[config.mk]
export PLATFORM = sky130hd
export DESIGN_NAME = psu_cfg
export DESIGN_NICKNAME = d
export VERILOG_FILES = /design/src/sv/assert_macros.svh /design/src/sv/psu_pkg.sv /design/src/sv/psu_cfg.sv
export SDC_FILE = /design/constraint.sdc
export NUM_CORES = 1
export LEC_CHECK = 0
export BUFFER_PORTS_ARGS = -buffer_cell sky130_fd_sc_hd__buf_2
export CAP_MARGIN = 10
export CELL_PAD_IN_SITES_DETAIL_PLACEMENT = 1
export CELL_PAD_IN_SITES_GLOBAL_PLACEMENT = 1
export CORE_AREA = 2 2 81 83
export DETAILED_ROUTE_END_ITERATION = 7
export DIE_AREA = 0 0 83 85
export HOLD_SLACK_MARGIN = 0.08
export PLACE_DENSITY = 0.85
export SYNTH_ARGS = -nofsm -noshare
export SYNTH_HDL_FRONTEND = slang
export SYNTH_SLANG_ARGS = --single-unit
[constraint.sdc]
create_clock -name clk -period 1.39 [get_ports clk]
set_input_delay 0.278 -clock clk [delete_from_list [all_inputs] [get_ports clk]]
set_output_delay 0.278 -clock clk [all_outputs]
set_load 0.05 [all_outputs]
[src/sv/assert_macros.svh]
// assertion macros used by the top-level rtl file
// no dependencies; expects clk and rst_n in the including scope
`ifndef ASSERT_MACROS_SVH
`define ASSERT_MACROS_SVH

// clocked assertion, always active
`define PSU_ASSERT_CLK(lbl, prop, msg) \
  lbl: assert property (@(posedge clk) prop) else $error(msg);

// clocked assertion, off while reset is asserted
`define PSU_ASSERT(lbl, prop, msg) \
  `PSU_ASSERT_CLK(lbl, disable iff (!rst_n) prop, msg)

`endif

[src/sv/psu_pkg.sv]
// shared types, codes and the paeth selector for the scanline unfilter
// no dependencies
`default_nettype none

package psu_pkg;

  // filter type codes
  typedef logic [2:0] filt_t;
  localparam filt_t FILT_NONE  = 3'd0;
  localparam filt_t FILT_SUB   = 3'd1;
  localparam filt_t FILT_UP    = 3'd2;
  localparam filt_t FILT_AVG   = 3'd3;
  localparam filt_t FILT_PAETH = 3'd4;

  // configuration register indexes
  localparam logic [1:0] REG_BPP     = 2'd0;
  localparam logic [1:0] REG_ROW_LEN = 2'd1;
  localparam logic [1:0] REG_ROWS    = 2'd2;

  // raw configuration register contents
  typedef struct packed {
    logic [3:0]  bpp;
    logic [13:0] row_len;
    logic [15:0] rows;
  } cfg_t;

  // paeth predictor with full-precision signed distances, ties to a then b
  function automatic logic [7:0] paeth_pick(input logic [7:0] a, input logic [7:0] b,
                                            input logic [7:0] c);
    logic signed [10:0] sa, sb, sc, p, da, db, dc;
    logic [7:0] res;
    sa = $signed({3'b000, a});
    sb = $signed({3'b000, b});
    sc = $signed({3'b000, c});
    p  = sa + sb - sc;
    da = p - sa;
    db = p - sb;
    dc = p - sc;
    if (da < 0) da = -da;
    if (db < 0) db = -db;
    if (dc < 0) dc = -dc;
    if (da <= db && da <= dc) begin
      res = a;
    end else if (db <= dc) begin
      res = b;
    end else begin
      res = c;
    end
    return res;
  endfunction

endpackage

`default_nettype wire

[src/sv/psu_cfg.sv]
// apb-style configuration registers for the scanline unfilter
// depends on psu_pkg
`default_nettype none

module psu_cfg (
  input  wire logic         clk,
  input  wire logic         rst_n,
  input  wire logic         psel,
  input  wire logic         penable,
  input  wire logic         pwrite,
  input  wire logic [3:0]   paddr,
  input  wire logic [31:0]  pwdata,
  output logic      [31:0]  prdata,
  output logic              pready,
  output psu_pkg::cfg_t     cfg
);
  import psu_pkg::*;

  cfg_t cfg_r;
  cfg_t cfg_nxt;
  logic wr_en;

  assign pready = 1'b1;
  assign wr_en  = psel && penable && pwrite;
  assign cfg    = cfg_r;

  // register write decode
  always_comb begin
    cfg_nxt = cfg_r;
    if (wr_en) begin
      case (paddr[3:2])
        REG_BPP:     cfg_nxt.bpp     = pwdata[3:0];
        REG_ROW_LEN: cfg_nxt.row_len = pwdata[13:0];
        REG_ROWS:    cfg_nxt.rows    = pwdata[15:0];
        default:     cfg_nxt = cfg_r;
      endcase
    end
  end

  always_ff @(posedge clk) begin
    if (!rst_n) begin
      cfg_r.bpp     <= 4'd1;
      cfg_r.row_len <= 14'd1;
      cfg_r.rows    <= 16'd1;
    end else begin
      cfg_r <= cfg_nxt;
    end
  end

  // read mux
  always_comb begin
    case (paddr[3:2])
      REG_BPP:     prdata = {28'd0, cfg_r.bpp};
      REG_ROW_LEN: prdata = {18'd0, cfg_r.row_len};
      REG_ROWS:    prdata = {16'd0, cfg_r.rows};
      default:     prdata = 32'd0;
    endcase
  end

endmodule

`default_nettype wire

==> flow_summary.toml <==
[status]
run_status = "completed"

[detailed_routing]
drt_iter0_markers = 44
ant_nets = 0
viasPerCell = 4.53
route.detailed.drc = 0
wl_per_cell_um = 15.6
wl_mm = 5.28
vias = 1536
first_pass_iters = 3

[sta]
min_period_ns = 1.37
hold_viol_final = 0
fin_setup_tns_ns = 0
slew_viol_final = 0
setup_violations = 0
finClkSkew_ns = 0
hold_ws_ns = 0.247
max_freq_ghz = 0.730
period_share = 0.985

[yosys]
synth.cell_area_um2 = 1660
synthSimpleGateAreaFrac = 0.166
ys_top_cells_by_count = "50 x nand2_1, 38 x mux2i_1, 34 x dfxtp_1, 18 x buf_4, 10 x a22o_1"
ys_top_cells_by_area = "dfxtp_1 41%, mux2i_1 23%, nand2_1 11%"
synthFlopType = "dfxtp_1"
ys_ff_latch = 34
synth_top_family_by_area = "multiplexers"
ys_seq_area_frac = 0.410
synthAdderAreaFrac = 0
synth_xor_area_frac = 0
synth_top_area_share = 0.410
yosysMostFrequentCell = "nand2_1"
yosys_warnings = 0
synth_compound_area_frac = 0.0648
synth_mux_area_frac = 0.229
synthCells = 180
async_reset_ff_frac = 0
ys_types = 18
avgSynthCellArea_um2 = 9.23
yosysTopAreaCell = "dfxtp_1"
synth_edf_count = 0

[critical_path]
cp-end-kind = "output port"
r2r-end = "cfg[0]"
cp.required_ns = 1.11
rr_startpoint = "cfg[0]"
critPathSlowestCell = "dfxtp_1"
crit_chain = "mux2i_4 > o21ai_4 > buf_6"
r2r_slack_ns = 0.67
crit_path_start = "cfg[30]"
cp_max_fo = 3
arrival_ns = 1.09
crit_end = "prdata[0]"
critPathKind = "flip-flop to output port"
max_stage_delay_ns = 0.42
rr_worst_depth = 2
critPathLaunchType = "flip-flop"

[floorplan]
design.core.area_um2 = 6200
dieWidth_um = 83
start_util = 0.268
fp.dieH_um = 85
rows = 29
die_area_um2 = 7060
io_pins = 108

[power]
ir_drop_mv = 0.407
power_density_nw_per_um2 = 835
power.leakage_nw = 1.21

[clocking]
cts_buffers = 5
clockRootBuffer = "clkbuf_8"
clk_pin_slew_ns = 0.07
cts_buffer_depth = 2
h-tree-depth = 2
holdBufCountCts = 0
cts_tree = "yes"
clock_sinks = 34
post-cts-setup-buffers = 0
worstSkewPairLatency_ns = 0.28

[finish]
synthToLayoutAreaGrowth_pct = 57.1
fillers = 705
regArea_um2 = 688
multi_input_area_um2 = 1040
final_util = 0.421
antenna_cells = 0
largest_register_ff_count = 34
final_nets = 302
drive_above_1_share = 0.496

[min_path]
holdCritPathClass = "input port to flip-flop"
min_path_cells = 3

[placement]
dp_hpwl_mm = 3.67
port_buffers = 72
routabilityCongestion = 0.759

[global_routing]
groute.usage.overall = 0.144
grt_start_max_net_pins = 22
grt_pass1_vias = 1593
grt-ovfl-total = 0
antenna_found_initial = 0
grt_first_pass_wirelength_mm = 8.02

[run]
maxCapViolations = 0
metrics by stage:
step                total power [mW]  instance area, um^2  std cells  setup slack [ns]
global route                    2.28                 2610        339           -0.0175
CTS                             2.17                 2390        338          -0.00765
finish                          2.18                 2610        339            0.0210
floorplan                       1.31                 1790        195           -0.0761
detailed placement              1.38                 2160        329            -0.140
global placement                1.37                 2160        329            -0.112
per-layer routing:
| metal | GRT usage | wire, um |
|---|---|---|
| met5 | 0 | 0 |
| met1 | 0.157 | 2070 |
| met4 | 0.0328 | 57 |
| met3 | 0.0438 | 226 |
| met2 | 0.272 | 2930 |
layout by cell type, fill, tap and decap left out, drive strengths merged, types with 2 or more instances in the layout:
master and n:
nor2b 6, dfxtp 34, clkbuf 7, mux2i 38
nor3b 2, conb 17, and2 2, o21ai 4
buf 88, nand2 50, a22o 10
repair_timing:
item	4_1_cts	5_1_grt
endpoints found under the setup margin	16	16
gates resized for setup	40	41
pin swaps	0	2
gates cloned	1	1
critical path, delay by kind of cell, from the launching register on:
family,cells,cell delay (ns)
buffers and inverters,1,0.17
DFF,1,0.42
AOI/OAI and AO/OA,1,0.13
muxes,1,0.10
how the worst min path moves through the flow:
| stage | from | end | slack (ns) |
|---|---|---|---|
| 2_1_floorplan | pwdata[14] | cfg[14] | 0.42 |
| 3_3_place_gp | cfg[31] | cfg[31] | 0.45 |
| 3_5_place_dp | cfg[1] | cfg[1] | 0.46 |
| 4_1_cts | pwdata[14] | cfg[14] | 0.23 |
| 5_1_grt | pwdata[15] | cfg[15] | 0.23 |
| 6_report | pwdata[14] | cfg[14] | 0.25 |
power breakdown:
part           total [mW]  switching, mW  internal, mW
registers           0.999         0.0128         0.987
clock network       0.764          0.366         0.398
logic               0.416          0.289         0.126
cells by family (layout without fill, tap and decap cells):
family,Yosys count,count (layout)
other,2,17
AND/OR/NAND/NOR,62,62
flip-flops,34,34
AO/OA/AOI/OAI,14,14
multiplexers,38,38
buffers and inverters,30,97
cell type report:
| type | instances | share of cell area |
|---|---|---|
| multi-input cells | 131 | 0.398 |
| repair buffers | 89 | 0.265 |
| flip-flops and latches | 34 | 0.264 |
| well taps | 77 | 0.0369 |
| clock buffers | 6 | 0.0316 |
| clock inverters | 2 | 0.00479 |
Power figures use the tool's default switching activity.
