`src/sv/assert_macros.svh`:
```
// assertion macros used by the top-level rtl file
// no dependencies; expects clk and rst_n in the including scope
`ifndef ASSERT_MACROS_SVH
`define ASSERT_MACROS_SVH

// clocked assertion, always active
`define PSU_ASSERT_CLK(lbl, prop, msg) \
  lbl: assert property (@(posedge clk) prop) else $error(msg);

// clocked assertion, off while reset is asserted
`define PSU_ASSERT(lbl, prop, msg) \
  `PSU_ASSERT_CLK(lbl, disable iff (!rst_n) prop, msg)

`endif

```
`src/sv/psu_pkg.sv`:
```
// shared types, codes and the paeth selector for the scanline unfilter
// no dependencies
`default_nettype none

package psu_pkg;

  // filter type codes
  typedef logic [2:0] filt_t;
  localparam filt_t FILT_NONE  = 3'd0;
  localparam filt_t FILT_SUB   = 3'd1;
  localparam filt_t FILT_UP    = 3'd2;
  localparam filt_t FILT_AVG   = 3'd3;
  localparam filt_t FILT_PAETH = 3'd4;

  // configuration register indexes
  localparam logic [1:0] REG_BPP     = 2'd0;
  localparam logic [1:0] REG_ROW_LEN = 2'd1;
  localparam logic [1:0] REG_ROWS    = 2'd2;

  // raw configuration register contents
  typedef struct packed {
    logic [3:0]  bpp;
    logic [13:0] row_len;
    logic [15:0] rows;
  } cfg_t;

  // paeth predictor with full-precision signed distances, ties to a then b
  function automatic logic [7:0] paeth_pick(input logic [7:0] a, input logic [7:0] b,
                                            input logic [7:0] c);
    logic signed [10:0] sa, sb, sc, p, da, db, dc;
    logic [7:0] res;
    sa = $signed({3'b000, a});
    sb = $signed({3'b000, b});
    sc = $signed({3'b000, c});
    p  = sa + sb - sc;
    da = p - sa;
    db = p - sb;
    dc = p - sc;
    if (da < 0) da = -da;
    if (db < 0) db = -db;
    if (dc < 0) dc = -dc;
    if (da <= db && da <= dc) begin
      res = a;
    end else if (db <= dc) begin
      res = b;
    end else begin
      res = c;
    end
    return res;
  endfunction

endpackage

`default_nettype wire

```
`src/sv/psu_predict.sv`:
```
// byte predictor and reconstruction adder for one filtered byte
// depends on psu_pkg
`default_nettype none

module psu_predict (
  input  wire psu_pkg::filt_t filt,
  input  wire logic [7:0]     x,
  input  wire logic [7:0]     a,
  input  wire logic [7:0]     b,
  input  wire logic [7:0]     c,
  output logic      [7:0]     recon
);
  import psu_pkg::*;

  logic [8:0] avg_sum;
  logic [7:0] pred;

  assign avg_sum = {1'b0, a} + {1'b0, b};

  // select the predictor for this row's filter
  always_comb begin
    case (filt)
      FILT_SUB:   pred = a;
      FILT_UP:    pred = b;
      FILT_AVG:   pred = avg_sum[8:1];
      FILT_PAETH: pred = paeth_pick(a, b, c);
      default:    pred = 8'd0;
    endcase
  end

  // modulo-256 add
  assign recon = x + pred;

endmodule

`default_nettype wire

```
`config.mk`:
```
export PLATFORM = sky130hd
export DESIGN_NAME = psu_predict
export DESIGN_NICKNAME = d
export VERILOG_FILES = /design/src/sv/assert_macros.svh /design/src/sv/psu_pkg.sv /design/src/sv/psu_predict.sv
export SDC_FILE = /design/constraint.sdc
export NUM_CORES = 1
export LEC_CHECK = 0
export ABC_AREA = 1
export BUFFER_PORTS_ARGS = -buffer_cell sky130_fd_sc_hd__buf_2
export CAP_MARGIN = 20
export CORE_MARGIN = 2
export CORE_UTILIZATION = 43
export DETAILED_ROUTE_END_ITERATION = 8
export GPL_TIMING_DRIVEN = 1
export SLEW_MARGIN = 30
export SYNTH_ARGS = -nofsm -noshare
export SYNTH_HDL_FRONTEND = slang
export SYNTH_SLANG_ARGS = --single-unit
```
`constraint.sdc`:
```
create_clock -name vclk -period 42.7
set_input_delay 12.81 -clock vclk [all_inputs]
set_output_delay 12.81 -clock vclk [all_outputs]
set_load 0.005 [all_outputs]
```
==> metrics.cfg, run 1 <==
[critical_path]
arrival_ns=19.63
path_class=in -> out
cp-end-kind=output pin
slowest_stage=fa_1
cp-start-kind=input port
cp_max_fo=14
crit_path_max_incr_delay_ns=0.54
worstPathRequired_ns=29.89
path_common_cell=nand2_1

[global_routing]
grt_pass1_vias=4263
grt_usage_pct=23.7
antenna_found_initial=0
grt_max_degree=15
grt.overflow.total=0
grt_pass1_wl_um=20100

[synth]
syn-cell-area_um2=4210
synth_area_per_cell_um2=6.06
ys_types=42
syn_inst=694
synth_warnings=0
synth_nets=821
synth_top_cell_area_share_pct=23.5
yosys.area.top_type=ha_1
ys_seq_area_share_pct=0
synthTopCellsByArea=ha_1, nand2_1, inv_1, nand3_1, fa_1

[timing]
worst_slew_pin_slew_ns=0.570
period_minus_slack_ns=32.44
hold_viol_final=0
finalWorstSetupSlack_ns=10.26
maxSlewViolCount=0
fin_setup_tns_ns=0
relSlewSlack_pct=61.8
hold_slack_ns=25.93
rsz0062_at_grt=false
setup_violations=0
fmax_mhz=30.8
timing.final.crit_share_pct=76.0

[route]
wl_per_cell_um=13.7
drt_pre_antenna_iters=5
via_per_inst=5.10
drt-total-wl_um=11900
drcViolationCount=0
ant_nets=0
drt_iter0_drc=177
vias=4418

[cells_and_area]
seq_cells=0
ff_latch_area_um2=0
final_common_cell=nand2_1
layout-drive-gt1-share_pct=9.26
nClkBuffers=0
area_growth_pct=8.62
final_cell_mix=nand2_1, inv_1, ha_1
nets=863
n_antenna_cell=0

[hold_path]
whs_endpoint=recon[0]
hold_path.class=in -> out
min_path_cells=3
min_from=x[0]

[cts]
cts_resized=0
hold_buffers=0
cts_setup_buffers=0

[placement]
pre_cts_ws_ns=10.30
globalplace.congestion=0.934
place_hpwl_um=10700
portBuffers=43

[floorplan]
coreArea_um2=9640
initial_core_util_pct=43.7
ioPinCount=43
die_w_um=103
die_area_um2=10600
fp-row-count=36
die_y_um=103

[status]
status=finished clean

[run]
drv_cap=0

cell families after synthesis:
kind of cell             count (synthesis)  synth area share [%]
adder cells (fa/ha/maj)                 92                  29.7
buffers and inverters                  135                  12.4
AO/OA/AOI/OAI                           90                  12.1
AND/OR/NAND/NOR                        327                  35.3
XOR/XNOR                                48                  10.3
other                                    2                 0.178
area by class of cell:
class,count,area (µm²)
fillers,1073,5070
inverters,132,498
multi-input cells,559,3690
well taps,133,166
repair buffers,43,215
synthesized netlist by cell type, drive strengths merged:
library cell / instances
nand2: 189
inv: 132
ha: 79
nand3: 62
a21oi: 48
nor2: 38
xor2: 29
xnor2: 19
o21ai: 15
fa: 13
nand3b: 13
nand4: 11
o211ai: 10
o22ai: 7
nor3: 6
or2: 6
a21o: 4
buf: 3
a31oi: 2
conb: 2
a21boi: 1
a221oi: 1
and2: 1
and3: 1
o21bai: 1
o311ai: 1
worst max path at each step:
| stage | startpoint | end | slack, ns | depth (start not counted) |
|---|---|---|---|---|
| 2_1_floorplan | a[2] | recon[6] | 11.54 | 40 |
| 3_3_place_gp | a[4] | recon[7] | 10.37 | 42 |
| 3_5_place_dp | a[4] | recon[7] | 10.30 | 42 |
| 4_1_cts | a[2] | recon[7] | 10.28 | 42 |
| 5_1_grt | a[4] | recon[7] | 9.48 | 42 |
| 6_report | a[2] | recon[7] | 10.26 | 42 |
worst max-delay path, delay by kind of cell:
family | cells | cell delay (ns)
AND/OR/NAND/NOR | 17 | 2.26
adder cells (fa/ha/maj) | 5 | 1.81
AO/OA/AOI/OAI | 11 | 1.65
XOR/XNOR | 2 | 0.59
buffers and inverters | 7 | 0.52
through the flow:
step	instance area, µm²	util [%]	std cells
after CTS	4570	47.4	867
after floorplan	4210	-	694
after global placement	4570	47.4	867
after global routing	4570	47.4	867
final	4570	47.4	867
after detailed placement	4570	47.4	867
layer usage:
| layer | part of all wire, % | vias up | GRT usage [%] |
|---|---|---|---|
| li1 | - | 2334 | - |
| met1 | 50 | 2004 | 34.0 |
| met2 | 46 | 74 | 41.8 |
| met3 | 3.3 | 6 | 0.203 |
| met4 | 0.77 | 0 | 1.82 |
| met5 | 0 | - | 0 |
Power of run 1 is left out: the tool's default activity adds up to more than one toggle a clock period on the data nets, which glitch-free logic cannot reach.
==> inputs of run 2 (changes only) <==
--- a/config.mk
+++ b/config.mk
@@ -5,7 +5,7 @@
 export SDC_FILE = /design/constraint.sdc
 export NUM_CORES = 1
 export LEC_CHECK = 0
-export ABC_AREA = 1
+export ABC_AREA = 0
 export BUFFER_PORTS_ARGS = -buffer_cell sky130_fd_sc_hd__buf_2
 export CAP_MARGIN = 20
 export CORE_MARGIN = 2
==> constraint.sdc (replaced) <==
create_clock -name vclk -period 33.9
set_input_delay 10.17 -clock vclk [all_inputs]
set_output_delay 10.17 -clock vclk [all_outputs]
set_load 0.005 [all_outputs]
==> run 2 against run 1 <==
Net effect:
- final cell count is 21% lower
- via count fell by 12%
- synthesized cell count down 23%
- die area fell by 5.5%
- setup slack worse by 4.7 ns
- count of clock-buffer cells in the layout unchanged
- sequential share of layout area is the same
- area after synthesis decreased by 5.7%
- sequential cell count is the same
- first-iteration DRC count is 1.1% higher
- largest cell class unchanged
- critical path depth fell by 7
==> metrics.cfg, run 2 <==
[route]
ant_nets=0
drt_pre_antenna_iters=5
drcViolationCount=0
drt_iter0_drc=179
via_per_inst=5.69
drt-total-wl_um=10600
vias=3878
wl_per_cell_um=15.5

[placement]
placed_cells=681
place_hpwl_um=9390
portBuffers=43
globalplace.congestion=0.896

[critical_path]
cp-end-kind=output pin
cp-start-kind=input port
arrival_ns=18.12
path_class=in -> out
crit_path_max_incr_delay_ns=0.54
worstPathRequired_ns=23.73
cp_max_fo=9
slowest_stage=fa_1
critPathLaunch=a[1]

[synth]
synth_nets=662
ys_seq_area_share_pct=0
syn-cell-area_um2=3970
synth.most_common_cell=ha_1
synthTopCellsByArea=ha_1, xnor2_1, fa_1, inv_1, a21oi_1
synth_warnings=0
synth_top_cell_area_share_pct=24.9
ys_types=63
yosys.area.top_type=ha_1
syn_inst=535
synthTopCellsByCount=ha_1, inv_1, nor2_1
synth_area_per_cell_um2=7.42

[timing]
worst_slew_pin_slew_ns=0.888
maxSlewViolCount=0
relSlewSlack_pct=40.8
rsz0062_at_grt=false
hold_viol_final=0
fin_setup_tns_ns=0
setup_violations=0
fmax_mhz=35.4
timing.final.crit_share_pct=83.4
period_minus_slack_ns=28.29

[global_routing]
grt_pass1_vias=3774
antenna_found_initial=0
grt_usage_pct=21.9
grt_pass1_wl_um=18000
grt_max_degree=16
grt.overflow.total=0

[floorplan]
die_y_um=100
ioPinCount=43
initial_core_util_pct=43.6
die_area_um2=10000
die_w_um=100
coreArea_um2=9110
fp-row-count=35

[cts]
hold_buffers=0
cts_setup_buffers=0
cts_resized=0

[cells_and_area]
layout-drive-gt1-share_pct=11.4
area_growth_pct=8.00
final_cell_mix=ha_1, inv_1, nor2_1
fin_cells=681
final_common_cell=ha_1
seq_cells=0
nClkBuffers=0
n_antenna_cell=0
nets=699
ff_latch_area_um2=0

[hold_path]
min_from=x[0]
hold_path.class=in -> out

[status]
status=finished clean

[run]
drv_cap=0

[run 2: cell type report]
type                            count  area, µm²
Inverter                           57        214
Timing Repair Buffer               44        223
Multi-Input combinational cell    469       3710
Fill cell                         968       4820
Tap cell                          111        139
[run 2: path summary, 6_finish.rpt]
kind	to	slack, ns	cells past startpoint
setup / recovery	recon[7]	5.61	35
hold / removal	recon[0]	20.63	3
[run 2: stage by stage]
stage	util [%]	area, µm²	hold slack [ns]	setup WS, ns
6_report	47.1	4290	20.63	5.61
5_1_grt	47.1	4290	20.65	4.88
2_1_floorplan	-	3970	20.46	6.77
3_3_place_gp	47.1	4290	20.63	5.84
4_1_cts	47.1	4290	20.64	5.58
3_5_place_dp	47.1	4290	20.64	5.64
[run 2: kinds of logic (layout without fill, tap and decap cells)]
kind of cell | count (synthesis) | in the layout | share of synthesized area [%]
fa+ha+maj | 92 | 92 | 31.5
buf+inv | 66 | 101 | 6.49
other cells | 2 | 2 | 0.189
simple gates | 143 | 143 | 18.1
compound gates | 169 | 169 | 29.4
mux | 9 | 9 | 2.27
xor+xnor | 54 | 54 | 12.1
[run 2: worst max-delay path, delay by kind of cell]
family / cells / cell delay, ns
adders and majority gates: 5 / 2.01
muxes: 2 / 0.49
xor gates and xnor gates: 3 / 0.53
and+or+nand+nor: 5 / 0.82
buffers and inverters: 5 / 0.53
AOI/OAI and AO/OA: 15 / 3.56
[run 2: layer usage]
layer  GRT usage [%]  vias to the layer above  part of all wire (%)
li1                -                     2017                     -
met1            32.0                     1771                    50
met2            36.6                       82                    44
met3           0.975                        8                   4.0
met4            2.95                        0                   1.5
met5               0                        -                     0
Power of run 2 is left out for the same reason.
==> inputs of run 3 (changes only) <==
==> constraint.sdc (replaced) <==
create_clock -name vclk -period 27
set_input_delay 8.1 -clock vclk [all_inputs]
set_output_delay 8.1 -clock vclk [all_outputs]
set_load 0.005 [all_outputs]
==> run 3 against run 2 <==
Net effect:
- setup slack worse by 2.7 ns
- critical path depth fell by 1
- global-route usage increased by 0.16 points
- wire length rose by 1.0%
- final cell count unchanged
- largest cell class unchanged
==> metrics.cfg, run 3 (synthesis gave the netlist of run 2 again) <==
[route]
ant_nets=0
drt_pre_antenna_iters=4
drt-total-wl_um=10700
via_per_inst=5.76
drcViolationCount=0
wl_per_cell_um=15.7
drt_iter0_drc=163
vias=3922

[critical_path]
cp-end-kind=output pin
cp_max_fo=9
slowest_stage=fa_1
arrival_ns=15.97
cp-start-kind=input port
critPathBufInv=4
critPathTopFamily=compound AO/OA/AOI/OAI gates
worstPathRequired_ns=18.90
path_class=in -> out
crit_path_max_incr_delay_ns=0.55

[cts]
cts_resized=0
hold_buffers=0
cts_setup_buffers=0

[timing]
fin_setup_tns_ns=0
rsz0062_at_grt=false
hold_viol_final=0
period_minus_slack_ns=24.07
fmax_mhz=41.5
maxSlewViolCount=0
worst_slew_pin_slew_ns=0.910
setup_violations=0
timing.final.crit_share_pct=89.1
relSlewSlack_pct=39.3

[global_routing]
grt_pass1_wl_um=18100
grt.overflow.total=0
grt_max_degree=16
grt_pass1_vias=3720
antenna_found_initial=0
grt_usage_pct=22.0

[cells_and_area]
seq_cells=0
final_common_cell=ha_1
n_antenna_cell=0
area_growth_pct=8.00
fillers=988
final_cell_mix=ha_1, inv_1, nor2_1
layout-drive-gt1-share_pct=11.4
nets=699
multi_input_area_um2=3710
ff_latch_area_um2=0
nClkBuffers=0

[run]
drv_cap=0

[placement]
globalplace.congestion=0.898
place_hpwl_um=9490
portBuffers=43

[floorplan]
die_w_um=100
initial_core_util_pct=43.6
die_area_um2=10000
fp-row-count=35
ioPinCount=43
die_y_um=100
coreArea_um2=9110

[hold_path]
hold_path.class=in -> out

[status]
status=finished clean

-- run 3: cell counts in the layout (fill, tap and decap cells not counted) --
Identical to the previous run, type by type.
-- run 3: path summary, 6_finish.rpt --
check / startpoint / depth (start not counted) / end / slack [ns]
worst min-delay path: x[0] / 3 / recon[0] / 16.50
worst max-delay path: a[1] / 34 / recon[7] / 2.93
-- run 3: through the flow --
step / util, % / setup WS (ns) / instances / instance area [µm²] / hold slack, ns
after floorplan: - / 4.01 / 535 / 3970 / 16.32
after global placement: 47.1 / 3.09 / 681 / 4290 / 16.49
after detailed placement: 47.1 / 2.96 / 681 / 4290 / 16.50
after CTS: 47.1 / 2.92 / 681 / 4290 / 16.50
after global routing: 47.1 / 2.19 / 681 / 4290 / 16.52
final: 47.1 / 2.93 / 681 / 4290 / 16.50
-- run 3: area by class of cell --
| type | count | area share (%) |
|---|---|---|
| inverter | 57 | 4.99 |
| tap | 111 | 3.24 |
| timing repair buffer | 44 | 5.19 |
| multi-input combinational | 469 | 86.6 |
-- run 3: per-layer routing --
layer  vias to the layer above  global-route usage [%]  share of wire [%]
li1                       2021                       -                  -
met1                      1817                    32.4                 51
met2                        82                    38.6                 46
met3                         2                   0.139                3.4
met4                         0                   0.527               0.16
met5                         -                       0                  0
Power of run 3 is left out for the same reason.
